--- src/u8pd_pkg.sv ---
// ----------------------------------------------------------------------------
// u8pd_pkg: shared types and constants of the printable UTF-8 decoder
// Holds the transaction structs of both channels and the code point limits.
// ----------------------------------------------------------------------------
package u8pd_pkg;

  localparam int unsigned CpW = 21;

  // Code point limits
  localparam logic [CpW-1:0] CpMax        = 21'h10FFFF;
  localparam logic [CpW-1:0] CpSpace      = 21'h000020;
  localparam logic [CpW-1:0] CpDel        = 21'h00007F;
  localparam logic [CpW-1:0] CpC1Lo       = 21'h000080;
  localparam logic [CpW-1:0] CpC1Hi       = 21'h00009F;
  localparam logic [CpW-1:0] CpSurrLo     = 21'h00D800;
  localparam logic [CpW-1:0] CpSurrHi     = 21'h00DFFF;
  localparam logic [CpW-1:0] CpNonCharLo  = 21'h00FDD0;
  localparam logic [CpW-1:0] CpNonCharHi  = 21'h00FDEF;
  localparam logic [15:0]    CpPlaneEndLo = 16'hFFFE;
  localparam logic [15:0]    CpPlaneEndHi = 16'hFFFF;
  localparam logic [CpW-1:0] CpMin2       = 21'h000080;
  localparam logic [CpW-1:0] CpMin3       = 21'h000800;
  localparam logic [CpW-1:0] CpMin4       = 21'h010000;

  // Sequence length minus one
  localparam logic [1:0] SeqLen1 = 2'd0;
  localparam logic [1:0] SeqLen2 = 2'd1;
  localparam logic [1:0] SeqLen3 = 2'd2;
  localparam logic [1:0] SeqLen4 = 2'd3;

  typedef struct packed {
    logic [7:0] data_byte;
    logic       end_of_text;
  } in_t;

  typedef struct packed {
    logic [CpW-1:0] code_point;
    logic           invalid;
    logic           text_end;
  } out_t;

endpackage

--- src/utf8_printable_decoder.sv ---
// ----------------------------------------------------------------------------
// utf8_printable_decoder: byte-wise UTF-8 decoder for printable text
// Gathers multi-byte sequences and emits one transaction per completed code
// point or per error; drops the rest of a text after an error.
//
//   channel | direction | handshake              | payload
//   in      | input     | in_valid_i/in_ready_o   | in_data_i  (in_t)
//   out     | output    | out_valid_o/out_ready_i | out_data_o (out_t)
//
// One byte is taken per cycle unless the output stalls; a taken byte waits in
// the input register and is decoded when the result register is free or
// draining, and out_valid_o rises as a completed result is loaded there.
// The input register frees as the result register drains, so a stalled
// output blocks input only once both registers are full.
// rst_ni clears the sequence state and both valid flags.
// ----------------------------------------------------------------------------
module utf8_printable_decoder import u8pd_pkg::*; (
  input  logic clk_i,
  input  logic rst_ni,
  input  logic in_valid_i,
  output logic in_ready_o,
  input  in_t  in_data_i,
  output logic out_valid_o,
  input  logic out_ready_i,
  output out_t out_data_o
);

  logic           in_vld_q, in_vld_d;
  in_t            in_data_q;
  logic           out_vld_q, out_vld_d;
  out_t           out_data_q, out_data_d;
  logic [CpW-1:0] pv_q, pv_d;
  logic [1:0]     rem_q, rem_d;
  logic [1:0]     len_q, len_d;
  logic           disc_q, disc_d;
  logic           adv;
  logic           res_vld;
  logic [CpW-1:0] pv_next;
  logic           cp_bad;
  logic [CpW-1:0] chk_value;
  logic [1:0]     chk_len;
  logic [7:0]     b;
  logic           last;

  assign b    = in_data_q.data_byte;
  assign last = in_data_q.end_of_text;

  // Advance the held byte when the result slot is free or draining
  assign adv        = in_vld_q && (!out_vld_q || out_ready_i);
  assign in_ready_o = !in_vld_q || adv;

  assign pv_next   = {pv_q[CpW-7:0], b[5:0]};
  assign chk_value = (rem_q == 2'd0) ? {13'd0, b} : pv_next;
  assign chk_len   = (rem_q == 2'd0) ? SeqLen1 : len_q;

  u8pd_check u_check (
    .value_i   (chk_value),
    .seq_len_i (chk_len),
    .bad_o     (cp_bad)
  );

  // Decode one byte against the sequence state
  always_comb begin
    pv_d       = pv_q;
    rem_d      = rem_q;
    len_d      = len_q;
    disc_d     = disc_q;
    res_vld    = 1'b0;
    out_data_d = '{code_point: '0, invalid: 1'b1, text_end: last};

    if (disc_q) begin
      if (last) begin
        disc_d = 1'b0;
        pv_d   = '0;
        rem_d  = '0;
        len_d  = '0;
      end
    end else if (rem_q == 2'd0) begin
      if (b[7] == 1'b0) begin
        res_vld                = 1'b1;
        out_data_d.invalid     = cp_bad;
        out_data_d.code_point  = cp_bad ? '0 : chk_value;
      end else if (b[7:5] == 3'b110) begin
        pv_d  = {16'd0, b[4:0]};
        rem_d = 2'd1;
        len_d = SeqLen2;
        res_vld = last;
      end else if (b[7:4] == 4'b1110) begin
        pv_d  = {17'd0, b[3:0]};
        rem_d = 2'd2;
        len_d = SeqLen3;
        res_vld = last;
      end else if (b[7:3] == 5'b11110) begin
        pv_d  = {18'd0, b[2:0]};
        rem_d = 2'd3;
        len_d = SeqLen4;
        res_vld = last;
      end else begin
        res_vld = 1'b1;
      end
    end else if (b[7:6] != 2'b10) begin
      res_vld = 1'b1;
    end else begin
      pv_d  = pv_next;
      rem_d = rem_q - 2'd1;
      if (rem_q == 2'd1) begin
        res_vld               = 1'b1;
        out_data_d.invalid    = cp_bad;
        out_data_d.code_point = cp_bad ? '0 : pv_next;
      end else begin
        res_vld = last;
      end
    end

    // Close the sequence on any result
    if (res_vld) begin
      pv_d   = '0;
      rem_d  = '0;
      len_d  = '0;
      disc_d = out_data_d.invalid && !last;
    end
  end

  // Hold the input byte until it advances
  always_comb begin
    in_vld_d = in_vld_q;
    if (in_valid_i && in_ready_o) begin
      in_vld_d = 1'b1;
    end else if (adv) begin
      in_vld_d = 1'b0;
    end
  end

  // Load the result slot on advance, drop it when taken
  always_comb begin
    out_vld_d = out_vld_q;
    if (adv) begin
      out_vld_d = res_vld;
    end else if (out_ready_i) begin
      out_vld_d = 1'b0;
    end
  end

  always_ff @(posedge clk_i or negedge rst_ni) begin
    if (!rst_ni) begin
      in_vld_q  <= 1'b0;
      out_vld_q <= 1'b0;
      pv_q      <= '0;
      rem_q     <= '0;
      len_q     <= '0;
      disc_q    <= 1'b0;
    end else begin
      in_vld_q  <= in_vld_d;
      out_vld_q <= out_vld_d;
      if (adv) begin
        pv_q   <= pv_d;
        rem_q  <= rem_d;
        len_q  <= len_d;
        disc_q <= disc_d;
      end
    end
  end

  // Payload registers
  always_ff @(posedge clk_i) begin
    if (in_valid_i && in_ready_o) begin
      in_data_q <= in_data_i;
    end
    if (adv && res_vld) begin
      out_data_q <= out_data_d;
    end
  end

  assign out_valid_o = out_vld_q;
  assign out_data_o  = out_data_q;

endmodule

--- src/u8pd_check.sv ---
// ----------------------------------------------------------------------------
// u8pd_check: validity test of a completed code point
// Flags overlong forms and values that are not printable.
// ----------------------------------------------------------------------------
module u8pd_check import u8pd_pkg::*; (
  input  logic [CpW-1:0] value_i,
  input  logic [1:0]     seq_len_i,
  output logic           bad_o
);

  logic [CpW-1:0] minimum;
  logic           unprintable;

  // Pick the smallest value allowed for the sequence length
  always_comb begin
    case (seq_len_i)
      SeqLen2: minimum = CpMin2;
      SeqLen3: minimum = CpMin3;
      SeqLen4: minimum = CpMin4;
      default: minimum = '0;
    endcase
  end

  // Reject controls, C1, surrogates, out of range and noncharacters
  assign unprintable = (value_i < CpSpace) || (value_i == CpDel) ||
                       (value_i >= CpC1Lo && value_i <= CpC1Hi) ||
                       (value_i >= CpSurrLo && value_i <= CpSurrHi) ||
                       (value_i > CpMax) ||
                       (value_i >= CpNonCharLo && value_i <= CpNonCharHi) ||
                       (value_i[15:0] == CpPlaneEndLo) ||
                       (value_i[15:0] == CpPlaneEndHi);

  assign bad_o = (value_i < minimum) || unprintable;

endmodule

--- config.mk ---
export PLATFORM = sky130hd
export DESIGN_NAME = utf8_printable_decoder
export DESIGN_NICKNAME = d
export VERILOG_FILES = /design/src/u8pd_pkg.sv /design/src/utf8_printable_decoder.sv /design/src/u8pd_check.sv
export SDC_FILE = /design/constraint.sdc
export NUM_CORES = 1
export LEC_CHECK = 0
export BUFFER_PORTS_ARGS = -buffer_cell sky130_fd_sc_hd__buf_4
export CAP_MARGIN = 15
export CORE_MARGIN = 2
export CORE_UTILIZATION = 58
export DETAILED_ROUTE_END_ITERATION = 7
export MAX_ROUTING_LAYER = met4
export PLACE_DENSITY_LB_ADDON = 0.05
export SLEW_MARGIN = 10
export SYNTH_ARGS = -nofsm -noshare
export SYNTH_HDL_FRONTEND = slang
export SYNTH_HIERARCHICAL = 1
export SYNTH_SLANG_ARGS = --single-unit
--- constraint.sdc ---
create_clock -name clk_i -period 4.95 [get_ports clk_i]
set_input_delay 0 -clock clk_i [delete_from_list [all_inputs] [get_ports clk_i]]
set_output_delay 0 -clock clk_i [all_outputs]
set_load 0.03 [all_outputs]
==> impl_results.md <==
- Period utilisation layout: 64.0%
- Clk_lat worst skew: approximately 0.3 ns
- Number of diodes: 0
- Syn Nets: 232
- Reg-to-Reg End: out_data_o[13]$_SDFFCE_PP0P_
- Worst Path Max Fanout: 17
- Drt first pass iters: 5
- Row count: 23
- Max stage delay on crit path: between 0.4 and 0.5 ns
- Mean area per synthesized cell: around 11 um^2
- WP data required: 5.01 ns
- Post-CTS Setup Bufs: 0
- Post-CTS Hold Buffers: 11
- Final slew viol count: 0
- Clk sinks: 54
- Post-synth cell types: 40
- Top Ports: 38
- Worst r2r src: rem_q[0]$_DFFE_PN0P_
- Fillers: roughly 270
- Layout cells sized above 1: 21.5%
- Vias in the first global route: 1815
- Final Net Count: 279
- Post-DP HPWL: a little under 4 mm
- Synth warn: 6
- Drt drc: 0
- Multi-input gate area: between 800 and 900 um^2
- Max-cap violation count: 0
- Worst slew pin tran: 0.888 ns
- CP Capture Type: register
- CP most frequent cell: nand2_1
- R2R depth: 11
- WHS: 0.0245 ns
- Tot GR Track Use: between 20% and 30%
- Crit path cell chain: or2_2, nand2_1, inv_1, nor4_1, nand2_1, a2111oi_2, a41oi_1, nand4_1, or3_1, or2_1, nor2_1
- Hold path cells: 3
- WHS Endpoint: in_vld_q$_DFFE_PN0P_
- Final hold vios: 0
- Final Setup Violations: 0
- Final core utilization: 73.8%
- Peak VDD IR: roughly 250 uV
- Placer congestion estimate: 0.918
- DR vias/cell: 5.83
- EDFF count, synth: 32
- CTS resizes: 0
- Core ar.: 4060 um^2
- DR vias: between 1500 and 2000
- Clock-pin slew on the worst setup and hold paths: 0.09 ns
- Relative slew margins: 40.6%
- RSZ-0062 raised after global routing: false
- Yosys top cell area share: 38.8%
- Critical path buffers and inverters: 1
- Clk root buf: clkbuf_8
- H-tree levels: 2
- Largest net degree at the start of global routing: 24
- Flop2flop setup slack: 1.78 ns
- Run status: completed
- Fmax: 316 MHz
- Initial antenna violation count: 0
- CTS Buf Count: 5
- Die area: 4810 um^2
- Clock skew: 0.00702 ns
- Post-route cell area: 2990 um^2
- Area of the mapped netlist: 2480 um^2
- Crit start category: register
- CP max-delay cell: dfrtp_1
- Cells after Synth: 217
- Starting DRC count in detailed routing: between 150 and 200
- Total detailed-routing wirelength: 5.46 mm
- #FFs+latches synth: 54
- Register area: 1510 um^2
- CP arrival: 3.22 ns
- Main synth FF type: edfxtp_1
- Die Wd: 69.4 um
- Total Power: 1160 uW
- Antenna viol nets, final: 0
- Post-synth top area cell: edfxtp_1
- First-pass GRT wire length: 8.89 mm
- TritonCTS clock tree: yes
- Hold Path Class: input pin to register
- Remaining global-route overflow: 0
- PortBufs: 37
- Routed length per instance: roughly 17 um
- Final TNS setup: 0 ns
- Pleak: 0.00127 uW
- Vert. Die Dim: 69.4 um
- DP Area: ~2800 um^2
- Clock buffer depth: 2
- Commonest cells in the synthesized netlist: edfxtp_1 (32), nand2_1 (30), dfrtp_1 (22)
- Most common cell in the netlist: edfxtp_1
- Final min period: 3.17 ns
- Initial Utilization: 61.1%
- Critical hold path startpoint: out_ready_i
- CP Class: register to register
- Crit path max-delay family: simple AND/OR/NAND/NOR gates
- Ranking of synthesized cells by area: edfxtp_1 (39%), dfrtp_1 (22%), and2_1 (5.3%), nand2_1 (4.5%), nor2_1 (3.2%)
- Async S/R FF share, synth: 40.7%
- Register area share after synthesis: 61.0%
- Pwr Density: 387 nW/um^2
- Area grow syn2layout: 20.8%
## how the worst max path moves through the flow
stage                                    start                            to  slack (ns)  depth (start not counted)
after floorplan                 b[7]$_DFFE_PP_       out_data_o[0]$_DFFE_PP_        1.90                          5
after global placement    rem_q[0]$_DFFE_PN0P_  out_data_o[12]$_SDFFCE_PP0P_        1.92                         11
after detailed placement  rem_q[0]$_DFFE_PN0P_  out_data_o[15]$_SDFFCE_PP0P_        1.85                         11
after CTS                 rem_q[0]$_DFFE_PN0P_  out_data_o[15]$_SDFFCE_PP0P_        1.78                         11
after global routing      rem_q[0]$_DFFE_PN0P_  out_data_o[10]$_SDFFCE_PP0P_        1.55                         11
final                     rem_q[0]$_DFFE_PN0P_  out_data_o[13]$_SDFFCE_PP0P_        1.78                         11
## state kept, by name (all words and copies together), names as in the netlist
| name | flops |
|---|---|
| out_data_o | 23 |
| out_valid_o | 1 |
| rem_q | 2 |
| len_q | 2 |
| last | 1 |
| pv_q | 15 |
| disc_q | 1 |
| in_vld_q | 1 |
| b | 8 |
## placed cells by master (no fill, tap or decap), drive strengths merged
cell / count
buf: 38
edfxtp: 32
nand2: 30
dfrtp: 22
nor2: 22
and2: 21
o21ai: 13
dlygate4sd3: 11
inv: 9
nand2b: 7
clkbuf: 6
nor4: 6
a22o: 5
nand4: 5
nand3b: 4
or2: 4
nand3: 3
a32o: 3
nor3: 3
nand4b: 2
ha: 2
a21oi: 2
a41oi: 2
or3: 1
and3b: 1
a41o: 1
o22a: 1
o31ai: 1
and4: 1
o2bb2ai: 1
clkinv: 1
clkinvlp: 1
xor2: 1
mux2i: 1
a22oi: 1
a2111oi: 1
## worst reg2reg max path, stage by stage (launching register included)
cell       delay, ns
dfrtp_1         0.49
or2_2           0.47
nand2_1         0.19
inv_1           0.10
nor4_1          0.42
nand2_1         0.17
a2111oi_2       0.35
a41oi_1         0.07
nand4_1         0.12
or3_1           0.17
or2_1           0.27
nor2_1          0.09
## final cells by class
class                      count  share of cell area (%)
clock buffer                   6                    2.76
clock inverter                 2                   0.418
inverter                       9                    1.13
multi-input combinational    145                    29.9
sequential                    54                    50.5
tap                           50                    2.09
timing repair buffer          49                    13.2
## kinds of logic after synthesis
kind of cell | share of synthesized area [%]
mux | 0.404
fa+ha+maj | 1.01
xor+xnor | 0.354
simple gates | 24.6
flops | 61.0
compound gates | 9.50
buf+inv | 3.08
## report_power, final
part | internal [uW] | switching (uW)
Sequential | 552 | 44.5
Combinational | 106 | 205
Clock | 113 | 139
## per-layer routing
layer  global-route usage, %  vias to the layer above  share of wire [%]  routed length [um]
met2                    39.3                       82                 50                2750
met3                    5.52                       13                6.7                 367
met5                       -                        -                  0                   0
li1                        -                      863                  -                   -
met1                    30.1                      878                 40                2200
met4                    8.28                        0                2.6                 142
## per-stage QoR
stage | cells | setup slack [ns]
finish | 315 | 1.78
global route | 315 | 1.55
global placement | 296 | 1.92
detailed placement | 296 | 1.85
floorplan | 217 | 1.90
CTS | 315 | 1.78
Power figures use the tool's default switching activity.
